`src/hdl/lfmd_pkg.sv`:
```
// ----------------------------------------------------------------------------
// lfmd_pkg
// shared types and constants for the linear fit / max deviation block
// ----------------------------------------------------------------------------
package lfmd_pkg;

  localparam int unsigned MAX_SAMPLES_DEF = 1024;
  localparam int unsigned SAMPLE_W = 16;
  localparam int unsigned RES_W = 48;
  localparam int unsigned CNT_OUT_W = 11;
  localparam int unsigned QUEUE_DEPTH = 2;

  localparam logic [1:0] ST_OK = 2'd0;
  localparam logic [1:0] ST_DEGEN = 2'd1;
  localparam logic [1:0] ST_SAT = 2'd2;
  localparam logic [1:0] ST_DROP = 2'd3;

  localparam logic signed [RES_W-1:0] SMAX48 = {1'b0, {(RES_W-1){1'b1}}};
  localparam logic signed [RES_W-1:0] SMIN48 = {1'b1, {(RES_W-1){1'b0}}};
  localparam logic [RES_W-1:0] UMAX48 = {RES_W{1'b1}};

  // one queue entry between front and back
  typedef struct packed {
    logic signed [SAMPLE_W-1:0] x;
    logic signed [SAMPLE_W-1:0] y;
    logic last;
  } sample_t;

endpackage

```
`src/hdl/lfmd_if.sv`:
```
// ----------------------------------------------------------------------------
// lfmd_in_if / lfmd_out_if
// valid/ready channels for samples and fit results
// ----------------------------------------------------------------------------
interface lfmd_in_if;
  logic valid;
  logic ready;
  logic signed [15:0] x_value;
  logic signed [15:0] y_value;
  logic last_sample;
  modport source(output valid, x_value, y_value, last_sample, input ready);
  modport sink(input valid, x_value, y_value, last_sample, output ready);
endinterface


```
`src/hdl/lfmd_front.sv`:
```
// ----------------------------------------------------------------------------
// lfmd_front
// accepts samples and pushes them into a short queue for the back end
// ----------------------------------------------------------------------------
module lfmd_front (
  input  logic clk,
  input  logic rst_n,
  lfmd_in_if.sink in_ch,
  output lfmd_pkg::sample_t q_data,
  output logic q_valid,
  input  logic q_pop
);
  import lfmd_pkg::*;

  localparam int unsigned PW = $clog2(QUEUE_DEPTH);

  sample_t mem_r [QUEUE_DEPTH];
  logic [PW-1:0] wp_r, rp_r;
  logic [PW:0] cnt_r;
  logic push;

  assign in_ch.ready = (cnt_r != (PW+1)'(QUEUE_DEPTH));
  assign push = in_ch.valid && in_ch.ready;
  assign q_valid = (cnt_r != '0);
  assign q_data = mem_r[rp_r];

  always_ff @(posedge clk) begin
    if (push) begin
      mem_r[wp_r] <= '{x: in_ch.x_value, y: in_ch.y_value, last: in_ch.last_sample};
    end
  end

  always_ff @(posedge clk) begin
    if (!rst_n) begin
      wp_r <= '0;
      rp_r <= '0;
      cnt_r <= '0;
    end else begin
      if (push) wp_r <= wp_r + 1'b1;
      if (q_pop) rp_r <= rp_r + 1'b1;
      cnt_r <= cnt_r + (PW+1)'(push) - (PW+1)'(q_pop);
    end
  end
endmodule

```
`src/flat_wrapper.sv`:
```
// flat-port wrapper written by rule: the top's interface ports become plain ports
module lfmd_front_flat import lfmd_pkg::*;
  (clk, rst_n, q_data, q_valid, q_pop, in_ch_valid, in_ch_x_value, in_ch_y_value, in_ch_last_sample, in_ch_ready);
  lfmd_in_if in_ch_i ();
  input  logic clk;
  input  logic rst_n;
  output lfmd_pkg::sample_t q_data;
  output logic q_valid;
  input  logic q_pop;
  input wire logic [$bits(in_ch_i.valid)-1:0] in_ch_valid;
  input wire logic [$bits(in_ch_i.x_value)-1:0] in_ch_x_value;
  input wire logic [$bits(in_ch_i.y_value)-1:0] in_ch_y_value;
  input wire logic [$bits(in_ch_i.last_sample)-1:0] in_ch_last_sample;
  output wire logic [$bits(in_ch_i.ready)-1:0] in_ch_ready;
  assign in_ch_i.valid = in_ch_valid;
  assign in_ch_i.x_value = in_ch_x_value;
  assign in_ch_i.y_value = in_ch_y_value;
  assign in_ch_i.last_sample = in_ch_last_sample;
  assign in_ch_ready = in_ch_i.ready;
  lfmd_front u_core (.clk(clk), .rst_n(rst_n), .in_ch(in_ch_i), .q_data(q_data), .q_valid(q_valid), .q_pop(q_pop));
endmodule
```
`config.mk`:
```
export PLATFORM = sky130hd
export DESIGN_NAME = lfmd_front_flat
export DESIGN_NICKNAME = d
export VERILOG_FILES = /design/src/hdl/lfmd_pkg.sv /design/src/hdl/lfmd_if.sv /design/src/hdl/lfmd_front.sv /design/src/flat_wrapper.sv
export SDC_FILE = /design/constraint.sdc
export NUM_CORES = 1
export LEC_CHECK = 0
export CORE_AREA = 5 5 77 79
export DETAILED_ROUTE_END_ITERATION = 8
export DIE_AREA = 0 0 82 84
export DONT_BUFFER_PORTS = 1
export GPL_TIMING_DRIVEN = 1
export PLACE_DENSITY = 0.7
export SLEW_MARGIN = 30
export SYNTH_ARGS = -nofsm -noshare
export SYNTH_HDL_FRONTEND = slang
export SYNTH_SLANG_ARGS = --single-unit
```
`constraint.sdc`:
```
create_clock -name clk -period 4.6 [get_ports clk]
set_clock_uncertainty 0.2 [all_clocks]
set_input_delay 0.92 -clock clk [delete_from_list [all_inputs] [get_ports clk]]
set_output_delay 0.92 -clock clk [all_outputs]
set_load 0.02 [all_outputs]
```
### After elaboration in Yosys (flattened, before gate mapping)

Memory sizes are Yosys's and may differ from the RTL's. A register that Yosys moved wholly into a read port is not among the register bits.
Index checks and enable logic that the tools add are counted.

| word-level totals | value |
|---|---|
| output and inout bits | 35 |
| logic and storage cells | 15 |
| bits in latches | 0 |
| RAM bits | 66 |
| memory bits (read-only) | 0 |
| register bits | 4 |
| memories | 1 |

Memory list:

| memory | depth | bits a word | read ports | clocked after memory_dff | wr ports | line | RTL |
|---|---|---|---|---|---|---|---|
| u_core.mem_r | 2 | 33 | 1 | 1 | 1 | lfmd_front.sv:17 | `sample_t mem_r [QUEUE_DEPTH];` |

| operators by class | value |
|---|---|
| reduce and logical (&&, ||, !) cells | 2 |
| shift-type cells | 0 |
| order comparisons | 0 |
| mux-type cells | 4 |
| add/subtract/negate cells | 4 |
| equality and inequality tests | 1 |
| $mul | 0 |
| bitwise operators | 0 |
| divide/modulo/power cells | 0 |

Operators with widths:

| kind | count |
|---|---|
| $mux W1 | 4 |
| $add A1 B1 Y1 const B | 2 |
| $add A2 B1 Y2 | 1 |
| $ne A2 B2 Y1 const B | 1 |
| $reduce_bool A2 Y1 | 1 |
| $sub A2 B1 Y2 | 1 |
| $logic_and A1 B1 Y1 | 1 |

### Longest topological paths before layout

Gate-level depths: netlist of run 1.

| logic depth | value |
|---|---|
| depth in word-level cells | 4 |
| gate-level depth with buffers | 5 |

### Least setup slack after synthesis of run 1

Ideal clock, no wire load.

| timing | value |
|---|---|
| path type | input-to-reg |
| start | input port in_ch_valid |
| end | memory u_core.mem_r[1][0] (netlist bit) (enable) |
| setup time | 393 ps |
| slack | 2231 ps |
| stages on the path | 1 |
| required time | 4007 ps |
| arrival | 1776 ps |
| cells stage by stage | and3_1 |

| on the way | value |
|---|---|
| word-level cells in the longest chain between the ends | 3 |

RTL lines:

| what | line | RTL |
|---|---|---|
| from (decl) | flat_wrapper.sv:10 | `input wire logic [$bits(in_ch_i.valid)-1:0] in_ch_valid;` |
| $logic_and A1 B1 Y1 | lfmd_front.sv:23 | `assign push = in_ch.valid && in_ch.ready;` |
| $mux W1 | lfmd_front.sv:28 | `if (push) begin` |
| $mux W1 (not written as such) | lfmd_front.sv:29 | `mem_r[wp_r] <= '{x: in_ch.x_value, y: in_ch.y_value, last: in_ch.last_sample};` |
| to (decl) | lfmd_front.sv:17 |  |

Every way passes these cells.

==> results_dict.tcl, run 1 <==
set metrics [dict create \
    cts.path.max_buffers 2 \
    root_buffer "clkbuf_8" \
    slew_headroom_pct 46.9 \
    worstSkewPairLatency_ns 0.32 \
    critPathSlowestCell "dfxtp_4" \
    core_um2 5270 \
    syn_nets 167 \
    rr_worst_depth 4 \
    die_w_um 82 \
    syn_inst 129 \
    worst_setup_path_start_kind "flop" \
    max_cap_viol_count 0 \
    fin_hold_ws_ns 0.369 \
    ctsHtreeMaxLevel 3 \
    crit_family "flip-flops" \
    fin_crit_ns 2.65 \
    path_buf_inv 0 \
    max_stage_delay_ns 0.73 \
    critPathRequiredTime_ns 3.48 \
    arrival_ns 1.53 \
    ctsResizeCount 0 \
    syn_to_final_growth_pct 7.59 \
    p_leak_nw 1.06 \
    end_kind "output port" \
    drive_above_1_share_pct 36.6 \
    routed_via_density 5.18 \
    powerDensity_nw_per_um2 460 \
    dr.max_layer_used "met4" \
    dr.pass1.iters 3 \
    ios 72 \
    postRouteAntennaNets 0 \
    ys_seq_elements 71 \
    ys_seq_area_share_pct 75.2 \
    ys.flop_type "edfxtp_1" \
    cts_hold_buffers 0 \
    synth.area.mux_share_pct 18.2 \
    synth_edf_count 66 \
    clock.fmax_ghz 0.377 \
    placed_area_um2 2830 \
    grt_pass1_vias 1283 \
    rows 27 \
    synth_xor_area_share_pct 0.316 \
    rsz0062_at_grt "false" \
    place_congestion 0.597 \
    dp_hpwl_mm 3.00 \
    met3_wirelength_um 459 \
    drt-initial-drc-count 41 \
    syn_area_um2 2770 \
    power_mw 1.37 \
    synth_compound_area_share_pct 1.22 \
    die_area_um2 6890 \
    drc 0 \
    path_clk_slew_ns 0.06 \
    status "finished, final reports clean" \
    yosys.area_share.simple_pct 2.76 \
    numCtsBuffers 9 \
    grtUsageTotal_pct 13.5 \
    fin_area_um2 2980 \
    synth_top_family_by_area "multiplexers" \
    met2WireLength_mm 2.34 \
    grt_pass1_wl_mm 6.69 \
    crit_type "reg -> out" \
    setup_viol 0 \
    antenna_found_initial 0 \
    peakVddDrop_mv 0.249 \
    worst_pin_slew_ns 0.796 \
    maxSlewViolCount 0 \
    yosysWarningCount 0 \
    cts_tree "done" \
    vias 1108 \
    initial_core_util_pct 52.6 \
    layout.nets 175 \
    cp.depth 1 \
    cts_setup_buffers 0 \
    gr-total-overflow 0 \
    grt_max_degree 34 \
    setup-tns-final_ns 0 \
    die_h_um 84 \
    finalCritPeriodShare_pct 57.6 \
    worstPathMaxFanout 33 \
    hold_viol 0 \
    async_flop_share_pct 0 \
    hp-class "reg -> reg" \
    path_cells "mux2_2" \
    antenna_cells 0 \
    avgSynthCellArea_um2 21.5 \
    synthAdderAreaFrac_pct 0.452 \
    synthDistinctLibCells 22 \
    hold_depth 2 \
    avgRoutedWirePerCell_um 20.3 \
    wl_met1_mm 1.47 \
    portBuffers 0 \
    finalWirelength_mm 4.34 \
    clkSinkCount 71 \
]
-- layout make-up --
type                            count  area [um2]
Fill cell                         427        2290
Sequential cell                    71        2090
Multi-Input combinational cell     52         637
Clock buffer                       14         143
Tap cell                           72        90.1
Clock inverter                      2        10.0
Timing Repair Buffer                1        7.51
Inverter                            2        7.51
-- registers in the layout, summed over array words and instances (netlist names), named ones only --
| name | flops |
|---|---|
| u_core.cnt_r | 2 |
| u_core.mem_r | 66 |
| u_core.wp_r | 1 |
| u_core.rp_r | 1 |
-- through the flow --
| stage | setup slack [ns] | utilization, % | instances |
|---|---|---|---|
| 2_1_floorplan | 2.23 | - | 129 |
| 3_3_place_gp | 1.97 | 53.6 | 198 |
| 3_5_place_dp | 2.16 | 53.7 | 198 |
| 4_1_cts | 1.91 | 56.6 | 214 |
| 5_1_grt | 1.86 | 56.6 | 214 |
| 6_report | 1.95 | 56.6 | 214 |
-- power breakdown --
part	switching, mW	internal, mW
sequential	0.0301	0.766
clock	0.200	0.195
combinational	0.104	0.0758
total	0.335	1.04
-- Yosys cell counts (2+ instances only) --
master,n,share of area (%)
buf_6,4,1.6
mux2i_1,2,0.72
mux2_4,30,16
edfxtp_1,66,72
and2_1,2,0.45
inv_1,2,0.27
dfxtp_1,5,3.6
mux2_2,3,1.2
nand2_1,2,0.27
-- cells in the final DEF (no fill, tap or decap), types with 2 or more instances in the layout --
cell type / n
and2_1: 2
and3_2: 2
clkbuf_1: 5
clkbuf_8: 9
clkinv_2: 2
dfxtp_1: 4
edfxtp_1: 66
inv_1: 2
mux2_2: 3
mux2_4: 30
mux2i_1: 2
nand2_1: 2
-- routing by layer --
layer	global-route usage (%)	vias to the layer above
met4	5.44	0
met2	23.5	40
met5	0	-
met3	7.67	7
li1	-	512
met1	12.7	549
-- worst paths after layout --
kind / startpoint / end / slack [ns]
worst max register to register: u_core.cnt_r[0]$_SDFF_PN0_ / u_core.mem_r[0][24]$_DFFE_PP_ / 2.51
worst min-delay path: u_core.wp_r$_SDFFE_PN0P_ / u_core.wp_r$_SDFFE_PN0P_ / 0.37
worst max-delay path: flop / q_data[23] / 1.95
worst min register to register: u_core.wp_r$_SDFFE_PN0P_ / u_core.wp_r$_SDFFE_PN0P_ / 0.37
-- logic make-up (layout without fill, tap and decap cells) --
kind of cell,Yosys count,in the layout
AO/OA/AOI/OAI,4,4
XOR/XNOR,1,1
adder cells (fa/ha/maj),1,1
buffers and inverters,6,19
flip-flops,71,71
multiplexers,35,35
AND/OR/NAND/NOR,11,11
No activity file was read; power rests on OpenSTA's default activity.
==> inputs of run 2 (changes only) <==
--- a/config.mk
+++ b/config.mk
@@ -5,6 +5,7 @@
 export SDC_FILE = /design/constraint.sdc
 export NUM_CORES = 1
 export LEC_CHECK = 0
+export ABC_AREA = 1
 export CORE_AREA = 5 5 77 79
 export DETAILED_ROUTE_END_ITERATION = 8
 export DIE_AREA = 0 0 82 84
==> constraint.sdc (replaced) <==
create_clock -name clk -period 2.7 [get_ports clk]
set_clock_uncertainty 0.2 [all_clocks]
set_input_delay 0.54 -clock clk [delete_from_list [all_inputs] [get_ports clk]]
set_output_delay 0.54 -clock clk [all_outputs]
set_load 0.02 [all_outputs]
==> results_dict.tcl, run 2 <==
set metrics [dict create \
    grt_pass1_vias 1259 \
    routed_via_density 4.96 \
    syn_inst 134 \
    powerDensity_nw_per_um2 780 \
    ys_seq_elements 71 \
    synthDistinctLibCells 14 \
    worstPathMaxFanout 17 \
    core_um2 5270 \
    critPathRequiredTime_ns 1.96 \
    cts_setup_buffers 0 \
    largest_register "u_core.mem_r" \
    avgRoutedWirePerCell_um 18.8 \
    internal-power_mw 1.76 \
    drc 0 \
    ios 72 \
    setup-tns-final_ns 0 \
    max_cap_viol_count 0 \
    ys.flop_type "edfxtp_1" \
    switching_share_pct 24.3 \
    async_flop_share_pct 0 \
    yosysWarningCount 0 \
    yosysMostFrequentCell "edfxtp_1" \
    maxSlewViolCount 0 \
    hp-class "in -> reg" \
    fin_crit_ns 2.37 \
    grtUsageTotal_pct 13.0 \
    path_clk_slew_ns 0.07 \
    avgSynthCellArea_um2 20.6 \
    clkSinkCount 71 \
    num-fill-cells 427 \
    vias 1097 \
    rsz0062_at_grt "false" \
    largest_register_ffs 66 \
    p_comb_share_pct 14.2 \
    cts.path.max_buffers 2 \
    synth_top_area_share_pct 72.0 \
    ctsResizeCount 0 \
    status "finished, final reports clean" \
    synth_edf_count 66 \
    syn_to_final_growth_pct 8.50 \
    antenna_cells 0 \
    place_congestion 0.634 \
    worstSkewPairLatency_ns 0.33 \
    final_common_cell "edfxtp_1" \
    gr-total-overflow 0 \
    slew_headroom_pct 63.7 \
    hold_viol 0 \
    yosys-top-cells-count "edfxtp_1 (66), mux2_4 (30), nand2_1 (9)" \
    critPathSlowestCell "dfxtp_2" \
    numCtsBuffers 9 \
    top_regs "u_core.mem_r (66), u_core.cnt_r (2)" \
    antenna_found_initial 0 \
    peakVddDrop_mv 0.458 \
    ys_seq_area_share_pct 75.6 \
    max_stage_delay_ns 0.68 \
    clock.fmax_ghz 0.422 \
    postRouteAntennaNets 0 \
    synth_top_cell_by_area "edfxtp_1" \
    power_mw 2.33 \
    p_leak_nw 1.08 \
    initial_core_util_pct 52.3 \
    grt_pass1_wl_mm 6.33 \
    register_area_um2 2080 \
    portBuffers 0 \
    worst_pin_slew_ns 0.544 \
    drive_above_1_share_pct 34.2 \
    worst_setup_path_start_kind "flop" \
    finalWirelength_mm 4.16 \
    syn_area_um2 2750 \
    multiInputGateArea_um2 593 \
    grt_max_degree 20 \
    syn_nets 172 \
    arrival_ns 1.63 \
    ctsHtreeMaxLevel 3 \
    finalCritPeriodShare_pct 87.8 \
    dp_hpwl_mm 2.97 \
    seq_power_share_pct 58.1 \
    cts_tree "done" \
    die_h_um 84 \
    switching_power_uw 567 \
    layout.nets 184 \
    crit_type "reg -> out" \
    final_cell_mix "edfxtp_1 (66), mux2_4 (30), nand2_1 (9), clkbuf_8 (9), nor2_1 (7)" \
    p_clk_share_pct 27.6 \
    path_cells "buf_4 > mux2_4" \
    rows 27 \
    dr.pass1.iters 4 \
    end_kind "output port" \
    synth_area_leaders "edfxtp_1 (72%), mux2_4 (16%), dfxtp_1 (3.6%)" \
    setup_viol 0 \
    drt-initial-drc-count 76 \
    cts_hold_buffers 0 \
    root_buffer "clkbuf_8" \
    die_area_um2 6890 \
    die_w_um 82 \
]
-- run 2: kinds of logic (layout without fill, tap and decap cells) --
kind of cell / count (synthesis) / in the layout / share of synthesized area, %
flops: 71 / 71 / 75.6
buf+inv: 8 / 23 / 3.13
mux: 33 / 33 / 17.6
xor+xnor: 1 / 1 / 0.318
compound gates: 1 / 1 / 0.182
simple gates: 19 / 19 / 2.73
fa+ha+maj: 1 / 1 / 0.454
-- run 2: through the flow --
| stage | hold WS (ns) | worst slack (ns) | instance area [um2] | utilization [%] | instances |
|---|---|---|---|---|---|
| 2_1_floorplan | 0.263 | 0.0119 | 2750 | - | 134 |
| 3_3_place_gp | 0.278 | 0.664 | 2840 | 54.0 | 207 |
| 3_5_place_dp | 0.292 | 0.643 | 2840 | 54.0 | 207 |
| 4_1_cts | 0.0853 | 0.282 | 2990 | 56.7 | 221 |
| 5_1_grt | 0.0795 | 0.244 | 2990 | 56.7 | 221 |
| 6_report | 0.102 | 0.330 | 2990 | 56.7 | 221 |
-- run 2: metal layers --
metal / routed length (um) / global-route usage [%] / vias up
li1: - / - / 524
met3: 515 / 6.91 / 8
met2: 2250 / 22.2 / 43
met1: 1300 / 11.5 / 522
met5: 0 / 0 / -
met4: 102 / 7.70 / 0
-- run 2: area by class of cell --
class,count,share of cell area [%]
Inverter,4,0.503
Tap cell,72,3.02
Clock inverter,3,0.419
Timing Repair Buffer,5,2.09
Multi-Input combinational cell,55,19.8
Sequential cell,71,69.7
Clock buffer,11,4.40
-- run 2: power groups by stage --
| stage | sequential [mW] | combinational, mW | clock, mW |
|---|---|---|---|
| finish | 1.36 | 0.331 | 0.644 |
| global route | 1.37 | 0.354 | 0.713 |
| CTS | 1.36 | 0.337 | 0.666 |
| detailed placement | 1.38 | 0.337 | 0 |
| global placement | 1.37 | 0.328 | 0 |
| floorplan | 1.36 | 0.297 | 0 |
-- run 2: worst paths after layout --
path | to | slack, ns | from | cells past startpoint
worst max register to register | u_core.mem_r[0][13]$_DFFE_PP_ | 0.80 | u_core.cnt_r[0]$_SDFF_PN0_ | 5
worst min register to register | flop | 0.30 | u_core.rp_r$_SDFFE_PN0P_ | 2
worst max-delay path | q_data[18] | 0.33 | flop | 2
worst min-delay path | u_core.mem_r[1][28]$_DFFE_PP_ | 0.10 | in_ch_x_value[11] | 0
-- run 2: worst max-delay path: cells and delay by family, from the launching register on --
| kind | cells | cell delay [ns] |
|---|---|---|
| DFF | 1 | 0.68 |
| muxes | 1 | 0.35 |
| buffers and inverters | 1 | 0.28 |
